`src/hdl/qsf_pkg.sv`:
```
`default_nettype none

package qsf_pkg;

    localparam int PRICE_BITS   = 32;
    localparam int SUM_BITS     = PRICE_BITS + 1;
    localparam int TOTAL_BITS   = SUM_BITS + 1;
    localparam int THRESH_BITS  = 15;
    localparam int PERSIST_BITS = 8;
    localparam int RUN_BITS     = PERSIST_BITS + 1;
    localparam int CFG_BITS     = THRESH_BITS;
    localparam int PROD_BITS    = TOTAL_BITS + THRESH_BITS;

    // 100 percent times two (mids compared as sums) in hundredths of a percent
    localparam logic [THRESH_BITS-1:0] PCT_SCALE = THRESH_BITS'(20000);

    localparam logic [THRESH_BITS-1:0]  THRESH_RESET  = THRESH_BITS'(100);
    localparam logic [PERSIST_BITS-1:0] PERSIST_RESET = PERSIST_BITS'(3);

    typedef enum logic [0:0] {
        REG_THRESHOLD = 1'b0,
        REG_PERSIST   = 1'b1
    } cfg_index_t;

    typedef logic [PRICE_BITS-1:0] price_t;

    typedef struct packed {
        price_t bid;
        price_t ask;
        logic   swapped;
    } quote_t;

endpackage

`default_nettype wire

```
`src/hdl/quote_spike_filter.sv`:
```
`default_nettype none

// Bid/ask spike filter. Each quote is put in bid <= ask order, then its mid is
// compared with the stored reference mid as a percentage change; quotes that
// move at least the threshold are rejected until more than persist_limit of
// them arrive in a row, at which point the new level is taken as reference.
// Throughput is one quote per clock while results are taken; a quote is held
// in the input register while the cross-multiplied compare and the reference
// update run combinationally into the result register. That update loop on
// the reference and run count sets the rate. While a result waits, one more
// quote is taken into the input register and further quotes stall until the
// result transaction completes.
// Configuration writes take effect at once and are meant for an idle block.
module quote_spike_filter
(
    input  wire                          clk,
    input  wire                          rst_n,

    input  wire                          cfg_we,
    input  wire qsf_pkg::cfg_index_t     cfg_index,
    input  wire [qsf_pkg::CFG_BITS-1:0]  cfg_data,

    input  wire                          quote_valid,
    output logic                         quote_ready,
    input  wire [qsf_pkg::PRICE_BITS-1:0] bid_price,
    input  wire [qsf_pkg::PRICE_BITS-1:0] ask_price,

    output logic                         result_valid,
    input  wire                          result_ready,
    output logic                         rejected,
    output logic [qsf_pkg::PRICE_BITS-1:0] fixed_bid,
    output logic [qsf_pkg::PRICE_BITS-1:0] fixed_ask,
    output logic                         swapped,
    output logic [qsf_pkg::PRICE_BITS-1:0] ref_bid,
    output logic [qsf_pkg::PRICE_BITS-1:0] ref_ask,
    output logic [qsf_pkg::RUN_BITS-1:0] run_length
);
    import qsf_pkg::*;

    logic [THRESH_BITS-1:0]  threshold_reg;
    logic [PERSIST_BITS-1:0] persist_reg;

    logic    stage_valid_reg;
    quote_t  stage_reg;
    quote_t  stage_next;

    logic    ref_valid_reg;
    price_t  ref_bid_reg, ref_bid_next;
    price_t  ref_ask_reg, ref_ask_next;
    logic [RUN_BITS-1:0] run_reg, run_next;

    logic    out_valid_reg;
    logic    rejected_reg, rejected_next;
    quote_t  out_quote_reg;

    logic    advance;
    logic    load_result;

    price_t  base_bid, base_ask;
    logic [SUM_BITS-1:0]   ref_sum, cur_sum, diff;
    logic [TOTAL_BITS-1:0] total;
    logic [PROD_BITS-1:0]  lhs, rhs;
    logic                  spiked;
    logic [RUN_BITS-1:0]   run_inc;
    logic                  take_quote;

    // configuration
    always_ff @(posedge clk or negedge rst_n)
    begin
        if (!rst_n)
        begin
            threshold_reg <= THRESH_RESET;
            persist_reg   <= PERSIST_RESET;
        end
        else if (cfg_we)
        begin
            unique case (cfg_index)
                REG_THRESHOLD: threshold_reg <= cfg_data;
                REG_PERSIST:   persist_reg   <= cfg_data[PERSIST_BITS-1:0];
                default:       ;
            endcase
        end
    end

    // handshake: the whole pipe advances when the result slot frees up
    assign advance     = !out_valid_reg || result_ready;
    assign quote_ready = !stage_valid_reg || advance;
    assign load_result = stage_valid_reg && advance;

    // put the quote in order on capture
    always_comb
    begin
        if (bid_price > ask_price)
        begin
            stage_next.bid     = ask_price;
            stage_next.ask     = bid_price;
            stage_next.swapped = 1'b1;
        end
        else
        begin
            stage_next.bid     = bid_price;
            stage_next.ask     = ask_price;
            stage_next.swapped = 1'b0;
        end
    end

    always_ff @(posedge clk or negedge rst_n)
    begin
        if (!rst_n)
            stage_valid_reg <= 1'b0;
        else if (quote_ready)
            stage_valid_reg <= quote_valid;
    end

    always_ff @(posedge clk)
    begin
        if (quote_valid && quote_ready)
            stage_reg <= stage_next;
    end

    // spike test: |R - C| * 20000 >= threshold * (R + C), zero total never spikes
    always_comb
    begin
        base_bid = ref_valid_reg ? ref_bid_reg : stage_reg.bid;
        base_ask = ref_valid_reg ? ref_ask_reg : stage_reg.ask;
        ref_sum  = SUM_BITS'(base_bid) + SUM_BITS'(base_ask);
        cur_sum  = SUM_BITS'(stage_reg.bid) + SUM_BITS'(stage_reg.ask);
        diff     = (ref_sum > cur_sum) ? (ref_sum - cur_sum) : (cur_sum - ref_sum);
        total    = TOTAL_BITS'(ref_sum) + TOTAL_BITS'(cur_sum);
        lhs      = PROD_BITS'(diff) * PROD_BITS'(PCT_SCALE);
        rhs      = PROD_BITS'(threshold_reg) * PROD_BITS'(total);
        spiked   = (total != '0) && (lhs >= rhs);
        run_inc  = run_reg + RUN_BITS'(1);

        take_quote    = 1'b1;
        rejected_next = 1'b0;
        run_next      = '0;
        if (spiked)
        begin
            if (run_inc > RUN_BITS'(persist_reg))
            begin
                run_next = '0;
            end
            else
            begin
                run_next      = run_inc;
                take_quote    = 1'b0;
                rejected_next = 1'b1;
            end
        end

        ref_bid_next = take_quote ? stage_reg.bid : base_bid;
        ref_ask_next = take_quote ? stage_reg.ask : base_ask;
    end

    always_ff @(posedge clk or negedge rst_n)
    begin
        if (!rst_n)
        begin
            ref_valid_reg <= 1'b0;
            ref_bid_reg   <= '0;
            ref_ask_reg   <= '0;
            run_reg       <= '0;
            out_valid_reg <= 1'b0;
        end
        else
        begin
            if (load_result)
            begin
                ref_valid_reg <= 1'b1;
                ref_bid_reg   <= ref_bid_next;
                ref_ask_reg   <= ref_ask_next;
                run_reg       <= run_next;
            end
            if (advance)
                out_valid_reg <= stage_valid_reg;
        end
    end

    always_ff @(posedge clk)
    begin
        if (load_result)
        begin
            rejected_reg  <= rejected_next;
            out_quote_reg <= stage_reg;
        end
    end

    // reference and run registers track the result slot, so present them directly
    assign result_valid = out_valid_reg;
    assign rejected     = rejected_reg;
    assign fixed_bid    = out_quote_reg.bid;
    assign fixed_ask    = out_quote_reg.ask;
    assign swapped      = out_quote_reg.swapped;
    assign ref_bid      = ref_bid_reg;
    assign ref_ask      = ref_ask_reg;
    assign run_length   = run_reg;

    a_run_bound: assert property (@(posedge clk) disable iff (!rst_n)
        result_valid |-> (run_length <= RUN_BITS'(persist_reg) + RUN_BITS'(1)))
        else $error("run length beyond persistence limit");

    a_reject_counts: assert property (@(posedge clk) disable iff (!rst_n)
        (result_valid && rejected) |-> (run_length != '0))
        else $error("rejected quote with empty run");

    a_accept_sets_ref: assert property (@(posedge clk) disable iff (!rst_n)
        (result_valid && !rejected) |-> (ref_bid == fixed_bid && ref_ask == fixed_ask))
        else $error("accepted quote did not become the reference");

    a_ordered: assert property (@(posedge clk) disable iff (!rst_n)
        result_valid |-> (fixed_bid <= fixed_ask))
        else $error("result quote has negative spread");

    a_ref_after_result: assert property (@(posedge clk) disable iff (!rst_n)
        result_valid |-> ref_valid_reg)
        else $error("result without a reference");

endmodule

`default_nettype wire

```
`config.mk`:
```
export PLATFORM = sky130hd
export DESIGN_NAME = quote_spike_filter
export DESIGN_NICKNAME = d
export VERILOG_FILES = /design/src/hdl/qsf_pkg.sv /design/src/hdl/quote_spike_filter.sv
export SDC_FILE = /design/constraint.sdc
export NUM_CORES = 2
export LEC_CHECK = 0
export BUFFER_PORTS_ARGS = -buffer_cell sky130_fd_sc_hd__clkbuf_2
export CELL_PAD_IN_SITES_DETAIL_PLACEMENT = 0
export CELL_PAD_IN_SITES_GLOBAL_PLACEMENT = 2
export CORE_MARGIN = 1
export CORE_UTILIZATION = 41
export DETAILED_ROUTE_END_ITERATION = 8
export GPL_TIMING_DRIVEN = 0
export PLACE_DENSITY = 0.86
export SLEW_MARGIN = 0
export SYNTH_ARGS = -nofsm -noshare
export SYNTH_HDL_FRONTEND = slang
export SYNTH_SLANG_ARGS = --single-unit
```
`constraint.sdc`:
```
create_clock -name clk -period 17.7 [get_ports clk]
set_clock_uncertainty 0.2 [all_clocks]
set_input_delay 2.655 -clock clk [delete_from_list [all_inputs] [get_ports clk]]
set_output_delay 2.655 -clock clk [all_outputs]
set_load 0.03 [all_outputs]
```
; Word-level counts from Yosys, hierarchy flattened
; Cells that the tools add are included.
[totals]
mem_bits_ro = 0
in_bits = 85
latchBits = 0
ram_bits = 0
ff_bits = 230
memories = 0
[op_classes]
bitwise = 1
eq_ne = 0
reduce_logical = 10
shifts = 0
order_cmp = 4
n_div = 0
muxes = 11
mul = 2
n_addsub = 6
[ops]
columns = operator, n
row1 = 2-to-1 mux 32 bit, 4
row2 = adder 32 x 32 -> 33 bit, 2
row3 = subtractor 33 bit, 2
row4 = 2-to-1 mux 65 bit, 1
row5 = >= comparator 48 x 49 -> 1 bit, 1
row6 = multiplier 15 x 34 -> 49 bit, 1
row7 = "multiplier 33 x 10 -> 43 bit, second input constant", 1
row8 = adder 33 x 33 -> 34 bit, 1
row9 = nonzero test 34 bit, 1
row10 = > comparator 33 bit, 1
row11 = 2-to-1 mux 33 bit, 1
row12 = > comparator 32 bit, 1
row13 = 2-to-1 mux 9 bit, 2
row14 = "adder 9 x 1 -> 9 bit, second input constant", 1
row15 = > comparator 9 x 8 -> 1 bit, 1
row16 = AND reduction 2 bit, 2
row17 = logical AND 1 bit, 3
row18 = 2-to-1 mux 1 bit, 3
row19 = zero test 1 bit, 2
row20 = logical OR 1 bit, 2
row21 = inverter 1 bit, 1

; Longest topological paths before layout
[depth]
ltp_word = 9
mapped_depth = 68
ltp_nobuf = 62

; Least setup slack after synthesis
; Ideal clock, no wire load.
[synth_timing]
kind = register to register
startpoint = register ref_valid_reg
endpoint = register ref_ask_reg[11] (netlist: ref_ask[11])
t_required_ns = 17.372
path_slack_ns = 3.798
path_stages_with_launch = 65
arrival_time_ns = 13.575
period_less_slack_ns = 13.902
cell_sequence = dfrtp_1 > clkbuf_1 > clkbuf_1 > mux2_2 > ha_1 > inv_1 > fa_1 > nor2b_1 > o21ai_0 > a211o_1 > o21ai_0 > a21oi_1 > o21ai_0 > a211oi_1 > o21bai_1 > a21oi_1 > o21ai_0 > xnor2_1 > [29 not listed] > o21a_1 > a221o_1 > a221o_1 > a21oi_1 > xnor2_1 > ha_1 > and4_1 > nand3_1 > nor3_1 > nand4_1 > nand4_1 > a311oi_1 > nand2_1 > nand3_1 > o21a_1 > nor2_2 > buf_6 > mux2_1
[synth_between]
elab_chain_len = 9
word_cells_on_any_way = 15
cone_classes = add/sub (4) / mul (2) / order compare (2) / mux (5) / reduce/logical (2)
[synth_lines]
columns = item, line_no
row1 = from (decl), quote_spike_filter.sv:47  ; logic ref_valid_reg;
row2 = from (signal assigned), quote_spike_filter.sv:160  ; ref_valid_reg <= 1'b0;
row3 = from (signal assigned), quote_spike_filter.sv:170  ; ref_valid_reg <= 1'b1;
row4 = 2-to-1 mux 32 bit (on tied branches), "quote_spike_filter.sv:124, quote_spike_filter.sv:125"
row5 = adder 32 x 32 -> 33 bit, quote_spike_filter.sv:126  ; ref_sum = SUM_BITS'(base_bid) + SUM_BITS'(base_ask);
row6 = subtractor 33 bit or > comparator 33 bit (tied branches), quote_spike_filter.sv:128  ; diff = (ref_sum > cur_sum) ? (ref_sum - cur_sum) : (cur_sum - ref_sum);
row7 = 2-to-1 mux 33 bit, quote_spike_filter.sv:128
row8 = multiplier 33 x 10 -> 43 bit, quote_spike_filter.sv:130  ; lhs = PROD_BITS'(diff) * PROD_BITS'(PCT_SCALE);
row9 = >= comparator 48 x 49 -> 1 bit, quote_spike_filter.sv:132  ; spiked = (total != '0) && (lhs >= rhs);
row10 = logical AND 1 bit, quote_spike_filter.sv:132
row11 = 2-to-1 mux 1 bit, quote_spike_filter.sv:138  ; if (spiked)
row12 = 2-to-1 mux 32 bit *, quote_spike_filter.sv:153  ; ref_ask_next = take_quote ? stage_reg.ask : base_ask;
row13 = to (signal assigned), quote_spike_filter.sv:172  ; ref_ask_reg <= ref_ask_next;
row14 = to (decl), quote_spike_filter.sv:49  ; price_t ref_ask_reg, ref_ask_next;
; Mark *: on every way between the ends. The rest lies on a longest branch, timed or not.
; A chain may end at the register's enable or synchronous reset.

; Final worst setup path
[layout_timing]
startpoint = register ref_valid_reg
endpoint = register ref_ask_reg[28] (netlist: ref_ask[28])
; Same word-level chain as after synthesis.

==> results.txt <==
run status: completed
Clk pin slew, worst setup/hold paths: 60 ps
worst-path maximum fanout: 10
Synth area leaders: fa_1 25%, ha_1 15%, edfxtp_1 9.6%
kind of start point of the critical path: flip-flop
Skew-Pair Late Insertion Delay: 560 ps
Core Util, Final: 45.5%
final setup fails: 0
Hold Startpoint: stage_reg[0]
Root Driver: clkbuf_16
CP top delay family: compound AO/OA/AOI/OAI gates
Worst Setup End Kind: flip-flop
antenna violations before repair: 5
vias in the first global route: 33000
Hold Crit Endpoint: swapped
Synth top area share: 24.7%
HP Class: reg -> reg
Layout fillers: 9804
row count: 115
post-layout min period: 16930 ps
Final Hold Vio Count: 0
M2 GR Usage: 41.9%
syn nets: 5458
Reg2Reg Setup Slack: 770 ps
critical path type: reg -> reg
post-route clock period utilization: 95.7%
ys flop type: edfxtp_1
Final GP Congestion: 0.934
DR pass1 iterations: 5
chip width: 318 um
Synth Register Bits: 230
IO Port Bufs: 225
slowest CP cell: nor4_1
WP data required: 17920 ps
syn_area_per_cell: 9.33 um2
first-pass GRT wire length: 192000 um
routed vias/inst: 5.32
pre-CTS WS: -2100 ps
H-tree Lvls: 1
register area: 6420 um2
GR peak layer: met2
grt ovf: 0
top cell type by total area after synthesis: fa_1
WP buf/inv: 12
vias: 31700
# DRC: 0
clock sinks: 230
Die H: 318 um
met3 Use GR: 3.27%
post-synthesis async set-or-reset flop share: 43.0%
Hold Path Depth: 0
hpwl dp: 103000 um
Final Slew Violations: 0
RR Endpoint: ref_ask[28]
number of I/O pins: 226
Synth Instances: 4388
YS warnings: 0
routed length per placed instance: 20.5 um
TritonCTS clock tree: built
Crit path depth: 59
cts bufs inserted: 24
Multi-input gate area: 31500 um2
Max Clk Rate: 0.0591 GHz
max incr delay on CP: 880 ps
TNS Setup: 0 ps
Reg2Reg Depth: 59
top-count cell post-synth: inv_1
CP Data Arrival Time: 17160 ps
final wirelength: 122000 um
die area: 101000 um2
Area Overhead vs Synth: 9.64%
Largest register FFs: 65
Slew HR: 3.01%
layout cells sized above 1: 11.9%
r2r startpoint: ref_valid_reg
Synth cell types: 80
max-cap violations: 0
met1 Use GR: 31.3%
largest net degree at the start of global routing: 66
DR iter-0 viols: 1965
Least-Margin Pin Slew: 1440 ps
Max Root-Sink Buffers: 3
Initial Util: 41.5%
synth cell count leaders: 680 x inv_1, 505 x fa_1, 480 x ha_1, 402 x nand2_1, 245 x and2_1
Core ar.: 98700 um2
DRT antenna net count: 0
nets: 5714
Post-synth EDFFs: 131
GRT Total Usage: 24.3%
Worst Slack Setup Final: 765 ps
Seq/Total Area, Yosys: 15.7%
Syn Std Cell Area: 40900 um2
-- logic make-up after synthesis --
| logic type | count (synthesis) | synth area share (%) |
|---|---|---|
| AOI/OAI and AO/OA | 778 | 12.4 |
| xor gates and xnor gates | 220 | 4.71 |
| adders and majority gates | 985 | 39.4 |
| buffers and inverters | 847 | 7.88 |
| DFF | 230 | 15.7 |
| muxes | 222 | 6.59 |
| and+or+nand+nor | 1106 | 13.4 |
-- what timing repair did --
item / in CTS / in global routing
resized for setup: 15 / 12
endpoints found under the setup margin: 73 / 73
setup buffers: 3 / 0
hold buffers: 0 / 0
pin swaps: 1 / 0
-- layer usage --
layer  part of all wire [%]  up-vias
met5                      0        -
met4                    3.5        0
met3                    5.4      174
met2                     48      853
met1                     43    15600
li1                       -    15100
-- worst max path at each step --
stage	startpoint	to	slack, ps
2_1_floorplan	ref_valid_reg	ref_ask[11]	3800
3_3_place_gp	ref_valid_reg	ref_bid[0]	-2010
3_5_place_dp	ref_valid_reg	ref_bid[0]	-2100
4_1_cts	ref_valid_reg	ref_ask[28]	80
5_1_grt	ref_valid_reg	ref_ask[28]	-5
6_report	ref_valid_reg	ref_ask[28]	770
-- layout make-up --
class,instances,area share [%]
clock buffers,27,1.43
plain buffers,160,1.47
diodes,7,0.0390
multi-input cells,3311,70.1
inverters,685,5.73
flip-flops and latches,230,14.3
repair buffers,232,2.75
clock inverters,17,0.610
well taps,1287,3.59
-- per-stage QoR --
stage | area (um2) | hold WS, ps | cells
final | 44900 | 225 | 5956
after detailed placement | 43800 | 213 | 5904
after floorplan | 40900 | 200 | 4388
after global routing | 44900 | 241 | 5949
after CTS | 44800 | 228 | 5951
after global placement | 43700 | 203 | 5900
-- placed cells by master (no fill, tap or decap), types with 94 or more instances in the layout --
cell type,n
a21o_1,128
nor2_1,163
nand2_1,402
edfxtp_1,131
xnor2_1,147
dfrtp_1,94
clkbuf_2,232
o21ai_0,121
ha_1,480
and2_1,244
clkbuf_1,140
mux2_2,156
inv_1,680
a21oi_1,240
fa_1,505
Power is left out: the tool's default activity adds up to more than one toggle a clock period on the data nets, which glitch-free logic cannot reach.
